==> src/hw/rtl/cdq_pkg.sv <==
// Shared types and codes for the circular deque unit.
// No dependencies; imported by cdq_ctrl, cdq_datapath and circular_deque_unit.
package cdq_pkg;

  // Request codes as carried on req_type_i.
  typedef enum logic [1:0] {
    REQ_PUSH_REAR  = 2'd0,
    REQ_PUSH_FRONT = 2'd1,
    REQ_POP_FRONT  = 2'd2,
    REQ_POP_REAR   = 2'd3
  } req_e;

  // Result status codes as carried on status_o.
  localparam logic [1:0] STATUS_DONE  = 2'd0;
  localparam logic [1:0] STATUS_FULL  = 2'd1;
  localparam logic [1:0] STATUS_EMPTY = 2'd2;

  localparam int unsigned REQ_W  = 2;
  localparam int unsigned WORD_W = 32;
  localparam int unsigned OCC_W  = 5;

  // Commands from the controller to the datapath.
  typedef struct packed {
    logic load;        // capture the request fields
    logic push_rear;
    logic push_front;
    logic pop_front;
    logic pop_rear;
    logic refuse_full;
    logic refuse_empty;
  } cdq_cmd_t;

  // Status from the datapath to the controller.
  typedef struct packed {
    req_e req;
    logic full;
    logic empty;
  } cdq_stat_t;

endpackage

==> src/hw/rtl/cdq_ctrl.sv <==
// Controller of the circular deque: sequences capture, execution and response.
// Depends on cdq_pkg for the command and status structs.
module cdq_ctrl (
  input  logic              clk_i,
  input  logic              rst_ni,
  input  logic              start_i,
  output logic              busy_o,
  output logic              done_o,
  input  cdq_pkg::cdq_stat_t stat_i,
  output cdq_pkg::cdq_cmd_t  cmd_o
);
  import cdq_pkg::*;

  typedef enum logic [1:0] {
    ST_IDLE,
    ST_EXEC,
    ST_RESP
  } state_e;

  state_e state_q, state_d;
  logic   done_q;

  assign busy_o = (state_q != ST_IDLE);
  assign done_o = done_q;

  always_comb begin
    state_d = state_q;
    cmd_o   = '0;
    unique case (state_q)
      ST_IDLE: begin
        if (start_i) begin
          cmd_o.load = 1'b1;
          state_d    = ST_EXEC;
        end
      end
      ST_EXEC: begin
        unique case (stat_i.req)
          REQ_PUSH_REAR: begin
            cmd_o.refuse_full = stat_i.full;
            cmd_o.push_rear   = !stat_i.full;
          end
          REQ_PUSH_FRONT: begin
            cmd_o.refuse_full = stat_i.full;
            cmd_o.push_front  = !stat_i.full;
          end
          REQ_POP_FRONT: begin
            cmd_o.refuse_empty = stat_i.empty;
            cmd_o.pop_front    = !stat_i.empty;
          end
          REQ_POP_REAR: begin
            cmd_o.refuse_empty = stat_i.empty;
            cmd_o.pop_rear     = !stat_i.empty;
          end
          default: ;
        endcase
        state_d = ST_RESP;
      end
      ST_RESP: begin
        state_d = ST_IDLE;
      end
      default: state_d = ST_IDLE;
    endcase
  end

  always_ff @(posedge clk_i or negedge rst_ni) begin
    if (!rst_ni) begin
      state_q <= ST_IDLE;
      done_q  <= 1'b0;
    end else begin
      state_q <= state_d;
      done_q  <= (state_q == ST_EXEC);
    end
  end

  // Exactly one operation is issued in the execute state.
  a_one_op: assert property (@(posedge clk_i) disable iff (!rst_ni)
    (state_q == ST_EXEC) |-> $onehot({cmd_o.push_rear, cmd_o.push_front, cmd_o.pop_front,
                                      cmd_o.pop_rear, cmd_o.refuse_full, cmd_o.refuse_empty}))
    else $error("cdq_ctrl: execute state did not issue exactly one operation");

  // An accepted request produces its strobe after the execute state, in the response state.
  a_resp_timing: assert property (@(posedge clk_i) disable iff (!rst_ni)
    (start_i && !busy_o) |=> ##1 done_o)
    else $error("cdq_ctrl: result strobe missing after accepted request");

  // The strobe is only ever shown in the response state.
  a_done_in_resp: assert property (@(posedge clk_i) disable iff (!rst_ni)
    done_o |-> (state_q == ST_RESP))
    else $error("cdq_ctrl: result strobe outside the response state");

endmodule

==> src/hw/rtl/cdq_datapath.sv <==
// Datapath of the circular deque: store, front and rear indices, word count
// and result registers. Depends on cdq_pkg; driven by cdq_ctrl commands.
module cdq_datapath #(
  parameter int unsigned DEPTH      = 16,
  parameter int unsigned DATA_WIDTH = 32
) (
  input  logic                              clk_i,
  input  logic                              rst_ni,
  input  logic [cdq_pkg::REQ_W-1:0]         req_type_i,
  input  logic signed [cdq_pkg::WORD_W-1:0] push_value_i,
  input  cdq_pkg::cdq_cmd_t                 cmd_i,
  output cdq_pkg::cdq_stat_t                stat_o,
  output logic [1:0]                        status_o,
  output logic signed [cdq_pkg::WORD_W-1:0] popped_value_o,
  output logic [cdq_pkg::OCC_W-1:0]         occupancy_o
);
  import cdq_pkg::*;

  localparam int unsigned IDX_W = $clog2(DEPTH);
  localparam int unsigned CNT_W = $clog2(DEPTH + 1);
  localparam logic [IDX_W-1:0] LAST_IDX = IDX_W'(DEPTH - 1);
  localparam logic [CNT_W-1:0] FULL_CNT = CNT_W'(DEPTH);

  logic [DATA_WIDTH-1:0] mem [DEPTH];

  req_e                  req_q;
  logic [DATA_WIDTH-1:0] wdata_q;
  logic [IDX_W-1:0]      head_q, head_d;
  logic [IDX_W-1:0]      tail_q, tail_d;
  logic [CNT_W-1:0]      count_q, count_d;
  logic [1:0]            status_q;
  logic                  pop_ok_q;
  logic [DATA_WIDTH-1:0] rdata_q;

  logic [IDX_W-1:0] head_inc, head_dec, tail_inc, tail_dec;
  logic [IDX_W-1:0] waddr, raddr;
  logic             we, re;

  assign head_inc = (head_q == LAST_IDX) ? '0 : head_q + 1'b1;
  assign head_dec = (head_q == '0) ? LAST_IDX : head_q - 1'b1;
  assign tail_inc = (tail_q == LAST_IDX) ? '0 : tail_q + 1'b1;
  assign tail_dec = (tail_q == '0) ? LAST_IDX : tail_q - 1'b1;

  assign stat_o.req   = req_q;
  assign stat_o.full  = (count_q == FULL_CNT);
  assign stat_o.empty = (count_q == '0);

  // A push at the front writes below the head; a pop at the rear reads below the tail.
  assign we    = cmd_i.push_rear | cmd_i.push_front;
  assign re    = cmd_i.pop_front | cmd_i.pop_rear;
  assign waddr = cmd_i.push_front ? head_dec : tail_q;
  assign raddr = cmd_i.pop_rear ? tail_dec : head_q;

  always_comb begin
    head_d  = head_q;
    tail_d  = tail_q;
    count_d = count_q;
    if (cmd_i.push_rear) begin
      tail_d  = tail_inc;
      count_d = count_q + 1'b1;
    end else if (cmd_i.push_front) begin
      head_d  = head_dec;
      count_d = count_q + 1'b1;
    end else if (cmd_i.pop_front) begin
      head_d  = head_inc;
      count_d = count_q - 1'b1;
    end else if (cmd_i.pop_rear) begin
      tail_d  = tail_dec;
      count_d = count_q - 1'b1;
    end
  end

  always_ff @(posedge clk_i or negedge rst_ni) begin
    if (!rst_ni) begin
      head_q   <= '0;
      tail_q   <= '0;
      count_q  <= '0;
      pop_ok_q <= 1'b0;
      status_q <= STATUS_DONE;
    end else begin
      head_q  <= head_d;
      tail_q  <= tail_d;
      count_q <= count_d;
      if (we || re || cmd_i.refuse_full || cmd_i.refuse_empty) begin
        pop_ok_q <= re;
        if (cmd_i.refuse_full) begin
          status_q <= STATUS_FULL;
        end else if (cmd_i.refuse_empty) begin
          status_q <= STATUS_EMPTY;
        end else begin
          status_q <= STATUS_DONE;
        end
      end
    end
  end

  // Request capture; payload only, no reset needed.
  always_ff @(posedge clk_i) begin
    if (cmd_i.load) begin
      req_q   <= req_e'(req_type_i);
      wdata_q <= DATA_WIDTH'($unsigned(push_value_i));
    end
  end

  always_ff @(posedge clk_i) begin
    if (we) begin
      mem[waddr] <= wdata_q;
    end
    if (re) begin
      rdata_q <= mem[raddr];
    end
  end

  assign status_o       = status_q;
  assign popped_value_o = pop_ok_q ? $signed(WORD_W'(rdata_q)) : '0;
  assign occupancy_o    = OCC_W'(count_q);

  // Tail always sits count words past the head, modulo the depth.
  logic [IDX_W:0] span_sum;
  logic [IDX_W:0] span_wrap;
  assign span_sum  = (IDX_W + 1)'(head_q) + (IDX_W + 1)'(count_q);
  assign span_wrap = (span_sum >= (IDX_W + 1)'(DEPTH)) ? span_sum - (IDX_W + 1)'(DEPTH)
                                                       : span_sum;

  a_count_range: assert property (@(posedge clk_i) disable iff (!rst_ni)
    count_q <= FULL_CNT)
    else $error("cdq_datapath: word count exceeds depth");

  a_index_span: assert property (@(posedge clk_i) disable iff (!rst_ni)
    tail_q == IDX_W'(span_wrap))
    else $error("cdq_datapath: tail index inconsistent with head and count");

  a_refused_hold: assert property (@(posedge clk_i) disable iff (!rst_ni)
    (cmd_i.refuse_full || cmd_i.refuse_empty) |=>
      ($stable(count_q) && $stable(head_q) && $stable(tail_q)))
    else $error("cdq_datapath: refused request changed the deque");

endmodule

==> src/hw/rtl/circular_deque_unit.sv <==
// Circular deque unit: push or pop at either end of a circular store.
// Result: the strobe done_o is registered from the execute state and is high in the
// response state that follows it, where the receiver takes each result.
// Requests: a new request is taken only in the idle state; busy_o is high while the
// three-state controller sequences the single store access with its registered read data.
// Reset clears the indices and word count (empty deque); store contents are not cleared.
// The receiver cannot stall: the result strobe is shown for one cycle only.
module circular_deque_unit #(
  parameter int unsigned DEPTH      = 16,
  parameter int unsigned DATA_WIDTH = 32
) (
  input  logic                              clk_i,
  input  logic                              rst_ni,
  input  logic                              start_i,
  output logic                              busy_o,
  input  logic [cdq_pkg::REQ_W-1:0]         req_type_i,
  input  logic signed [cdq_pkg::WORD_W-1:0] push_value_i,
  output logic                              done_o,
  output logic [1:0]                        status_o,
  output logic signed [cdq_pkg::WORD_W-1:0] popped_value_o,
  output logic [cdq_pkg::OCC_W-1:0]         occupancy_o
);
  import cdq_pkg::*;

  cdq_cmd_t  cmd;
  cdq_stat_t stat;

  cdq_ctrl u_ctrl (
    .clk_i  (clk_i),
    .rst_ni (rst_ni),
    .start_i(start_i),
    .busy_o (busy_o),
    .done_o (done_o),
    .stat_i (stat),
    .cmd_o  (cmd)
  );

  cdq_datapath #(
    .DEPTH     (DEPTH),
    .DATA_WIDTH(DATA_WIDTH)
  ) u_datapath (
    .clk_i         (clk_i),
    .rst_ni        (rst_ni),
    .req_type_i    (req_type_i),
    .push_value_i  (push_value_i),
    .cmd_i         (cmd),
    .stat_o        (stat),
    .status_o      (status_o),
    .popped_value_o(popped_value_o),
    .occupancy_o   (occupancy_o)
  );

endmodule
==> config.mk <==
export PLATFORM = sky130hd
export DESIGN_NAME = circular_deque_unit
export DESIGN_NICKNAME = d
export VERILOG_FILES = /design/src/hw/rtl/cdq_pkg.sv /design/src/hw/rtl/cdq_ctrl.sv /design/src/hw/rtl/cdq_datapath.sv /design/src/hw/rtl/circular_deque_unit.sv
export SDC_FILE = /design/constraint.sdc
export NUM_CORES = 1
export LEC_CHECK = 0
export ABC_AREA = 1
export BUFFER_PORTS_ARGS = -buffer_cell sky130_fd_sc_hd__buf_2
export CAP_MARGIN = 40
export CELL_PAD_IN_SITES_DETAIL_PLACEMENT = 0
export CELL_PAD_IN_SITES_GLOBAL_PLACEMENT = 2
export CORE_ASPECT_RATIO = 0.6
export CORE_UTILIZATION = 35
export DETAILED_ROUTE_END_ITERATION = 10
export PLACE_DENSITY = 0.65
export SLEW_MARGIN = 20
export SYNTH_ARGS = -nofsm -noshare
export SYNTH_HDL_FRONTEND = slang
export SYNTH_HIERARCHICAL = 1
export SYNTH_SLANG_ARGS = --single-unit
export TNS_END_PERCENT = 30
==> constraint.sdc <==
create_clock -name clk_i -period 5.1 [get_ports clk_i]
set_clock_uncertainty 0.1 [all_clocks]
set_input_delay 0.765 -clock clk_i [delete_from_list [all_inputs] [get_ports clk_i]]
set_output_delay 0.765 -clock clk_i [all_outputs]
set_load 0.01 [all_outputs]
# == Yosys cells after proc, flatten, opt, wreduce, memory -nomap -nowiden ==
# Memories as Yosys holds them, arrays and structs flattened. A register that Yosys moved wholly into a read port is not among the register bits.
# Index checks and enable logic that the tools add are counted.
# Widths: inputs -> output; s select.
# classes
add_sub_neg,6
eq_ne,10
mux,32
n_bitwise,3
n_reduce_logical,18
# op_table
cell,n
$mux 4,12
$mux 32,1
$mux 5,4
$mux 1,10
$add 4x1->4 const B,2
$eq 4x4->1 const B,2
$logic_not 4->1,2
$sub 4x1->4 const B,2
$mux 2,3
$mux 6,1
$reduce_bool 2->1,3
$add 5x1->5 const B,1
$eq 5x5->1 const B,1
$logic_not 5->1,1
$sub 5x1->5 const B,1
$eq 2x1->1 const B,2
$eq 2x2->1 const B,2
$logic_not 2->1,2
$ne 2x1->1 const B,2
$pmux 2 s2,1
$reduce_bool 4->1,1
$reduce_or 2->1,2
$logic_or 1x1->1,3
$reduce_and 3->1,1
5 further kinds,7
# word_totals
regBits,53
ramBits,512
inputBits,37
wordCells,79
n_memories,1
# memory_table
memory,words,width,rd,rd_clocked_by_memory_dff,wr,line,source
u_datapath.mem,16,32,1,1,1,cdq_datapath.sv:24,logic [DATA_WIDTH-1:0] mem [DEPTH];

# == Longest topological paths before layout ==
# Gate-level depths: netlist of the first run.
# logic_depth
ltp_word,8
ltp_mapped,19
depth_no_buf,16

# == Cells and area by module ==
# Netlist of the first run, hierarchy kept.
# modules_own_cells
mod,n_inst,cells_per_inst,area_each_um2
cdq_datapath,1,2334,25429.4
cdq_ctrl,1,26,171.4

# == Worst setup path before layout of the first run ==
# No wires, ideal clock.
# synth_timing
path_type,reg2reg
from,"register u_datapath.count_q[0], in the netlist u_datapath/occupancy_o[0]"
to,"memory u_datapath.mem[10][0], enable pin"
setup_time_ps,421
t_arrival_ps,3534
path_slack_ps,1045
stages_incl_launch_ff,14
n_path_buf,0
synth_period_minus_slack_ps,4055
path_cell_list,dfrtp_1 -> inv_1 -> ha_1 -> nand3_1 -> nor2_1 -> or2_1 -> nor2_1 -> inv_1 -> or2_2 -> o21ai_0 -> inv_1 -> nor2_1 -> nand2_1 -> nor2_1
# synth_lines
element,line,source
"start, declared",cdq_datapath.sv:30,"logic [CNT_W-1:0] count_q, count_d;"
"start signal, assigned",cdq_datapath.sv:83,count_q <= count_d;
"end, declared",cdq_datapath.sv:24,

==> results of run 1 <==
-- worst register-to-register path, delay by kind of cell (launching register included) --
family                   cells  cell delay [ns]
adder cells (fa/ha/maj)      1             0.22
AND/OR/NAND/NOR              8             2.21
flip-flops                   1             0.42
buffers and inverters        4             0.73
AO/OA/AOI/OAI                1             0.12
-- routing by layer --
metal	wire (um)	GRT usage, %	vias up
li1	-	-	8023
met1	38200	31.7	8345
met3	3260	2.76	86
met2	31400	29.7	357
met5	0	0	-
met4	1230	4.45	0
-- cells in the mapped netlist, drive strengths merged --
library cell,count,area share (%)
nor3,2,0.039
a21oi,10,0.21
nand2,607,8.9
o22ai,1,0.024
o221ai,1,0.034
a31oi,3,0.073
a31o,1,0.034
inv,327,4.8
nor2,42,0.63
nand4,2,0.049
xor2,8,0.27
o21ai,16,0.33
edfxtp,578,68
or2,3,0.083
ha,6,0.29
clkbuf,13,0.19
o211ai,1,0.029
nand3,591,12
nor3b,1,0.029
a22oi,1,0.029
dfrtp,19,1.9
a211oi,1,0.029
xnor2,1,0.034
buf,125,2.6
-- cell families after synthesis --
| family | Yosys count |
|---|---|
| AND/OR/NAND/NOR | 1248 |
| flip-flops | 597 |
| buffers and inverters | 465 |
| AO/OA/AOI/OAI | 35 |
| XOR/XNOR | 9 |
| adder cells (fa/ha/maj) | 6 |
-- cell usage in the layout (no fill, tap or decap), drive strengths merged, types with 8 or more instances in the layout --
master | synthesis | final
nand3 | 591 | 591
bufinv | 0 | 10
edfxtp | 578 | 578
o21ai | 16 | 16
inv | 327 | 330
nor2 | 42 | 42
nand2 | 607 | 607
a21oi | 10 | 10
xor2 | 8 | 8
clkbuf | 13 | 68
dfrtp | 19 | 19
clkinv | 0 | 24
buf | 125 | 121
-- stage by stage --
| step | utilization, % | hold slack, ns | power (mW) | instances |
|---|---|---|---|---|
| finish | 40.5 | 0.192 | 15.4 | 3425 |
| global route | 40.5 | 0.153 | 16.3 | 3425 |
| floorplan | - | 0.369 | 9.29 | 2360 |
| CTS | 40.4 | 0.151 | 15.5 | 3423 |
| detailed placement | 37.7 | 0.440 | 11.0 | 3316 |
| global placement | 37.6 | 0.426 | 10.9 | 3314 |
-- state kept, by name, indices dropped and copies added, names as in the netlist, 2 cells and up --
| name | flops |
|---|---|
| u_datapath/tail_q | 4 |
| u_datapath/rdata_q | 32 |
| u_datapath/occupancy_o | 5 |
| u_datapath/wdata_q | 32 |
| u_datapath/req_q | 2 |
| u_datapath/mem | 512 |
| u_datapath/head_q | 4 |
| u_ctrl/state_q | 2 |
| u_datapath/status_o | 2 |
-- power by group --
group | switching, mW | internal (mW)
logic | 3.38 | 1.44
clock network | 1.91 | 2.62
registers | 0.264 | 5.75
total | 5.56 | 9.81
-- cell type report --
cell class / instances / area (um^2) / area share (%)
clock buffer: 68 / 1510 / 5.17
inverter: 327 / 1230 / 4.23
timing repair buffer: 122 / 941 / 3.22
sequential: 597 / 17800 / 61.1
multi-input combinational: 1298 / 6010 / 20.6
tap: 975 / 1220 / 4.18
clock inverter: 38 / 452 / 1.55
-- final timing paths --
path / endpoint / depth (start not counted)
max: u_datapath/mem[6][10]$_DFFE_PP_ / 14
min: u_datapath/wdata_q[14]$_DFFE_PP_ / 1
max reg2reg: u_datapath/mem[6][10]$_DFFE_PP_ / 14
min reg2reg: u_datapath/occupancy_o[0]$_DFFE_PN0P_ / 1
max in group asynchronous: u_datapath/pop_ok_q$_DFFE_PN0P_ / 2
min in group asynchronous: u_datapath/head_q[3]$_DFFE_PN0P_ / 2
==> metrics.yaml, run 1 <==
area_growth_pct: 14.0
cts_setup_buffers: 0
cts_htree_levels: 2
io_pins: 78
worstMarginPinSlew_ns: 1.14
max_cap_violations: 0
synth_compound_area_share_pct: 0.792
leakagePower_nw: 11.9
ys_warn_count: 6
criticalPathCategory: "reg2reg"
hold_start: "push_value_i[14]"
cp-startpoint: "u_datapath/occupancy_o[0]$_DFFE_PN0P_"
critPathLaunchType: "flop"
cts_made_buffers: 58
syn_avg_cell_area_um2: 10.8
first_pass_iters: 5
synth_cells: 2360
grt_pass1_vias: 16300
tns_ns: 0
hpwl_mm: 37.5
yosys.area_share.simple_pct: 21.4
avgRoutedWirePerCell_um: 21.6
required_ns: 5.34
vias: 16800
nNetsFinal: 2447
port_buffers: 77
yosys-mux-area-fraction_pct: 0
antenna_left: 0
layout-drive-gt1-share_pct: 9.76
gp_congestion: 0.769
post_cts_resized: 0
layout_min_cycle_time_ns: 4.11
antenna-diode-count: 0
wl_mm: 74.1
status: "finished clean"
max_freq_ghz: 0.243
ir_worst_vdd_mv: 0.492
syn-cell-area_um2: 25600
r2r-start: "u_datapath/occupancy_o[0]$_DFFE_PN0P_"
rsz0062_at_grt: "no"
drtIter0Drc: 1309
fillers: 7036
clockBufferDepth: 3
crit_buf_inv: 4
fin_crit_sh_pct: 80.6
dp_slack_ns: 0.988
yosysSeqAreaShare_pct: 69.7
cp.arrival_ns: 4.35
yosysUniqueCellTypes: 35
cts.sinks: 597
root_buffer: "clkbuf_16"
slew_viol_final: 0
die_y_um: 211
slew_headroom_pct: 24.0
finalInstanceArea_um2: 29200
cp_cell_sequence: "inv_1, ha_1, nand3_1, nor2_1, or2_1, nor2_1, inv_1, or2_2, o21ai_0, inv_1, nor2_1, nand2_1, nor2_4, buf_4"
synth_fp_nets: 2403
power.density_nw_per_um2: 526
path_delay_family: "simple AND/OR/NAND/NOR gates"
crit_path_max_fanout: 16
hold_viol: 0
core_um2: 72100
cpPeakStageDelay_ns: 0.72
cts.clk_slew.worst_paths_ns: 0.06
hold_class: "in2reg"
clk_latency_ns: 0.64
die-area_um2: 74300
antenna_found_initial: 0
setup_viol: 0
initial_utilization_pct: 35.5
vias_per_cell: 4.91
place_area_um2: 27200
overflow: 0
grt_use_total_pct: 20.3
worst-r2r-setup-slack_ns: 0.99
grt_pass1_wl_mm: 111
synth_xor_area_share_pct: 0.308
row_count: 76
worst_slack_ns: 0.988
cts_tree: "yes"
synth_top_family_by_area: "simple AND/OR/NAND/NOR gates"
grt_max_degree: 201
die_w_um: 351
cp-end-kind: "flop"
synth-seq-cells: 597
synthAdderAreaFrac_pct: 0.293
cts_hold_buf: 1
cpMaxStageDelayCell: "nor2_4"
route.detailed.drc: 0
Note: power is estimated with default switching activity, not from simulation.
==> run 2: changes to the inputs <==
- clock period: 5.1 -> 3.8 ns (I/O delays scaled with it)
==> metrics.yaml, run 2 (synthesis gave the netlist of run 1 again) <==
layout_common_cells: "604 x nand2_1, 590 x nand3_1, 578 x edfxtp_1"
fillers: 7022
crit_path_max_fanout: 21
setup_viol: 0
utilization_pct: 41.6
grt_max_degree: 91
row_count: 76
slew_headroom_pct: 44.4
cpPeakStageDelay_ns: 0.43
layout-drive-gt1-share_pct: 10.8
cp_cell_sequence: "inv_1, ha_1, nand3_1, nor2_1, or2_1, nor2_1, inv_1, or2_2, o21ai_0, inv_1, nor2_1, nand2_1, nor2_4, buf_12"
die_w_um: 351
port_buffers: 77
cts_made_buffers: 58
drtIter0Drc: 1468
clk_latency_ns: 0.65
finalPower_mw: 20.8
die_y_um: 211
max_freq_ghz: 0.297
cp-end-kind: "flop"
cts_htree_levels: 2
cts_tree: "yes"
vias: 17100
gp_congestion: 0.785
grt_use_total_pct: 20.2
max_cap_violations: 0
status: "finished clean"
antenna_left: 0
critPathLaunchType: "flop"
seq_power_share_pct: 38.9
layout_commonest_cell: "nand2_1"
power.density_nw_per_um2: 695
crit_buf_inv: 4
antenna-diode-count: 0
criticalPathCategory: "reg2reg"
die-area_um2: 74300
antenna_found_initial: 1
hpwl_mm: 43.1
io_pins: 78
top_regs: "u_datapath/mem (512), u_datapath/rdata_q (32), u_datapath/wdata_q (32)"
route.detailed.drc: 0
grt_pass1_vias: 16500
nNetsFinal: 2515
switching_share_pct: 36.7
clockBufferDepth: 3
cpMaxStageDelayCell: "dfrtp_1"
p_int_mw: 13.2
cp.arrival_ns: 3.61
hold_class: "in2reg"
initial_utilization_pct: 35.5
worstMarginPinSlew_ns: 0.834
rsz0062_at_grt: "no"
overflow: 0
avgRoutedWirePerCell_um: 21.2
hold_viol: 0
grt_pass1_wl_mm: 111
path_delay_family: "simple AND/OR/NAND/NOR gates"
p_switching_mw: 7.64
area_growth_pct: 17.0
largest-register: "u_datapath/mem"
share_comb_of_total_power_pct: 32.7
leakagePower_nw: 12.3
core_um2: 72100
cts.clk_slew.worst_paths_ns: 0.06
vias_per_cell: 4.88
fin_crit_sh_pct: 88.6
required_ns: 4.04
worst-r2r-setup-slack_ns: 0.43
first_pass_iters: 5
wl_mm: 74.0
root_buffer: "clkbuf_16"
slew_viol_final: 0
ir_worst_vdd_mv: 0.377
cts.sinks: 597
largest_register_ffs: 512
cts_setup_buffers: 0
layout_min_cycle_time_ns: 3.37
p_clk_share_pct: 28.4
run 2: path summary, 6_finish.rpt:
path	startpoint	to	cells past startpoint
max in group asynchronous	rst_ni	u_datapath/pop_ok_q$_DFFE_PN0P_	2
setup reg to reg	u_datapath/occupancy_o[0]$_DFFE_PN0P_	u_datapath/mem[15][16]$_DFFE_PP_	14
hold / removal	push_value_i[3]	u_datapath/wdata_q[3]$_DFFE_PP_	1
setup / recovery	u_datapath/occupancy_o[0]$_DFFE_PN0P_	u_datapath/mem[15][16]$_DFFE_PP_	14
min in group asynchronous	rst_ni	u_datapath/pop_ok_q$_DFFE_PN0P_	2
hold reg to reg	u_datapath/status_o[0]$_DFFE_PN0P_	u_datapath/status_o[0]$_DFFE_PN0P_	1
run 2: final cells by class:
class	instances	area (um^2)	share of cell area, %
inverters	327	1230	4.10
clock inverters	27	279	0.931
well taps	975	1220	4.07
flip-flops and latches	597	17800	59.5
clock buffers	79	1640	5.49
multi-input cells	1298	6010	20.0
repair buffers	190	1750	5.85
run 2: power groups by stage:
stage / clock (mW) / sequential, mW / combinational, mW
floorplan: 0 / 8.04 / 4.43
global placement: 0 / 8.27 / 6.84
detailed placement: 0 / 8.24 / 6.84
CTS: 6.07 / 8.10 / 6.89
global route: 6.30 / 8.14 / 7.59
finish: 5.92 / 8.10 / 6.81
run 2: repair_timing:
action | 4_1_cts | 5_1_grt
hold endpoints to repair | 52 | 0
resized for setup | 0 | 0
hold buffers | 34 | 0
run 2: metal layers:
metal	global-route usage, %	share of wire (%)
met1	31.4	51
met2	29.4	42
met3	3.07	5.1
met4	4.56	1.8
met5	0	0
run 2: metrics by stage:
stage | TNS (ns) | area (um^2) | std cells | setup WS [ns] | hold slack [ns]
floorplan | -64.30 | 25600 | 2360 | -0.255 | 0.174
global placement | 0 | 27700 | 3352 | 0.492 | 0.424
detailed placement | 0 | 27700 | 3353 | 0.486 | 0.436
CTS | 0 | 30000 | 3493 | 0.476 | 0.0273
global route | 0 | 30000 | 3493 | 0.156 | 0.0431
finish | 0 | 30000 | 3493 | 0.431 | 0.0565
run 2: worst reg2reg max path: cells and delay by family (launching register included):
kind                       cells  cell delay, ns
and+or+nand+nor                8            1.64
buffers and inverters          4            0.50
DFF                            1            0.43
adders and majority gates      1            0.21
AOI/OAI and AO/OA              1            0.19
==> run 3: changes to the inputs <==
- HOLD_SLACK_MARGIN: default -> 0.08
==> metrics.yaml, run 3 (synthesis gave the netlist of run 1 again) <==
top_regs: "u_datapath/mem (512), u_datapath/rdata_q (32), u_datapath/wdata_q (32)"
dp_slack_ns: 0.486
dpl.cell_count: 3353
grt_pass1_wl_mm: 111
cts.clk_slew.worst_paths_ns: 0.06
cp-end-kind: "flop"
slew_viol_final: 0
io_pins: 78
crit_path_max_fanout: 21
die-area_um2: 74300
antenna_found_initial: 1
cts_hold_buf: 35
criticalPathCategory: "reg2reg"
rsz0062_at_grt: "no"
grt_pass1_vias: 16500
status: "finished clean"
avgRoutedWirePerCell_um: 21.2
seq_area_um2: 17800
fillers: 7023
layout-drive-gt1-share_pct: 10.8
max_freq_ghz: 0.296
worst_slack_ns: 0.426
fin_crit_sh_pct: 88.8
p_int_mw: 13.2
layout_common_cells: "604 x nand2_1, 590 x nand3_1, 578 x edfxtp_1"
slew_headroom_pct: 43.9
layout_min_cycle_time_ns: 3.37
max_cap_violations: 0
seq_power_share_pct: 38.9
tns_ns: 0
cts_htree_levels: 2
area_growth_pct: 17.1
clk_latency_ns: 0.65
wl_mm: 74.1
vias: 17100
grt_use_total_pct: 20.2
largest-register: "u_datapath/mem"
initial_utilization_pct: 35.5
antenna_left: 0
gp_congestion: 0.785
hold_class: "in2reg"
cts.sinks: 597
vias_per_cell: 4.89
row_count: 76
multi_input_area_um2: 6010
overflow: 0
hpwl_mm: 43.1
largest_register_ffs: 512
power.density_nw_per_um2: 695
required_ns: 4.04
worstMarginPinSlew_ns: 0.841
share_comb_of_total_power_pct: 32.7
grt_max_degree: 91
route.detailed.drc: 0
die_w_um: 351
clockBufferDepth: 3
nNetsFinal: 2516
post_cts_resized: 0
p_switching_mw: 7.64
port_buffers: 77
die_y_um: 211
drtIter0Drc: 1452
root_buffer: "clkbuf_16"
ir_worst_vdd_mv: 0.377
cts_tree: "yes"
cp.arrival_ns: 3.61
setup_viol: 0
leakagePower_nw: 12.3
switching_share_pct: 36.7
utilization_pct: 41.6
cts_made_buffers: 58
layout_commonest_cell: "nand2_1"
cts_setup_buffers: 0
first_pass_iters: 5
critPathLaunchType: "flop"
hold_viol: 0
stdcell_count: 3495
p_clk_share_pct: 28.4
core_um2: 72100
run 3: power by group through the flow:
| stage | clock network (mW) | registers, mW | logic, mW |
|---|---|---|---|
| after CTS | 6.07 | 8.10 | 6.89 |
| after detailed placement | 0 | 8.24 | 6.84 |
| after global routing | 6.30 | 8.14 | 7.60 |
| after global placement | 0 | 8.27 | 6.84 |
| after floorplan | 0 | 8.04 | 4.43 |
| final | 5.92 | 8.10 | 6.82 |
run 3: area by class of cell:
| class | instances | share of cell area (%) |
|---|---|---|
| clock inverters | 27 | 0.931 |
| well taps | 975 | 4.07 |
| flip-flops and latches | 597 | 59.5 |
| diodes | 1 | 0.00835 |
| repair buffers | 191 | 5.88 |
| clock buffers | 79 | 5.48 |
| inverters | 327 | 4.10 |
| multi-input cells | 1298 | 20.0 |
run 3: worst paths after layout:
check	from	slack (ns)	depth (start not counted)	to
max	u_datapath/occupancy_o[0]$_DFFE_PN0P_	0.43	14	u_datapath/mem[15][16]$_DFFE_PP_
min	start_i	0.12	3	u_ctrl/state_q[0]$_DFFE_PN0P_
max reg2reg	u_datapath/occupancy_o[0]$_DFFE_PN0P_	0.43	14	u_datapath/mem[15][16]$_DFFE_PP_
min reg2reg	u_datapath/status_o[0]$_DFFE_PN0P_	0.45	1	u_datapath/status_o[0]$_DFFE_PN0P_
max in group asynchronous	rst_ni	2.86	2	u_datapath/pop_ok_q$_DFFE_PN0P_
min in group asynchronous	rst_ni	0.35	2	u_ctrl/state_q[0]$_DFFE_PN0P_
run 3: critical path, stage by stage, from the launching register on:
cell	delay, ns
dfrtp_1	0.43
inv_1	0.09
ha_1	0.21
nand3_1	0.15
nor2_1	0.07
or2_1	0.23
nor2_1	0.16
inv_1	0.09
or2_2	0.29
o21ai_0	0.20
inv_1	0.09
nor2_1	0.17
nand2_1	0.29
nor2_4	0.27
buf_12	0.24
run 3: per-stage QoR:
stage / hold slack (ns) / total power [mW] / cell area [um^2]
2_1_floorplan: 0.174 / 12.5 / 25600
3_3_place_gp: 0.424 / 15.1 / 27700
3_5_place_dp: 0.436 / 15.1 / 27700
4_1_cts: 0.0890 / 21.1 / 30000
5_1_grt: 0.132 / 22.0 / 30000
6_report: 0.121 / 20.8 / 30000
run 3: layer usage:
layer / vias up / part of all wire (%) / wire length (um) / track usage (%)
li1: 8157 / - / - / -
met1: 8479 / 52 / 38300 / 31.4
met2: 368 / 42 / 31000 / 29.4
met3: 77 / 4.8 / 3540 / 3.07
met4: 0 / 1.8 / 1300 / 4.56
met5: - / 0 / 0 / 0
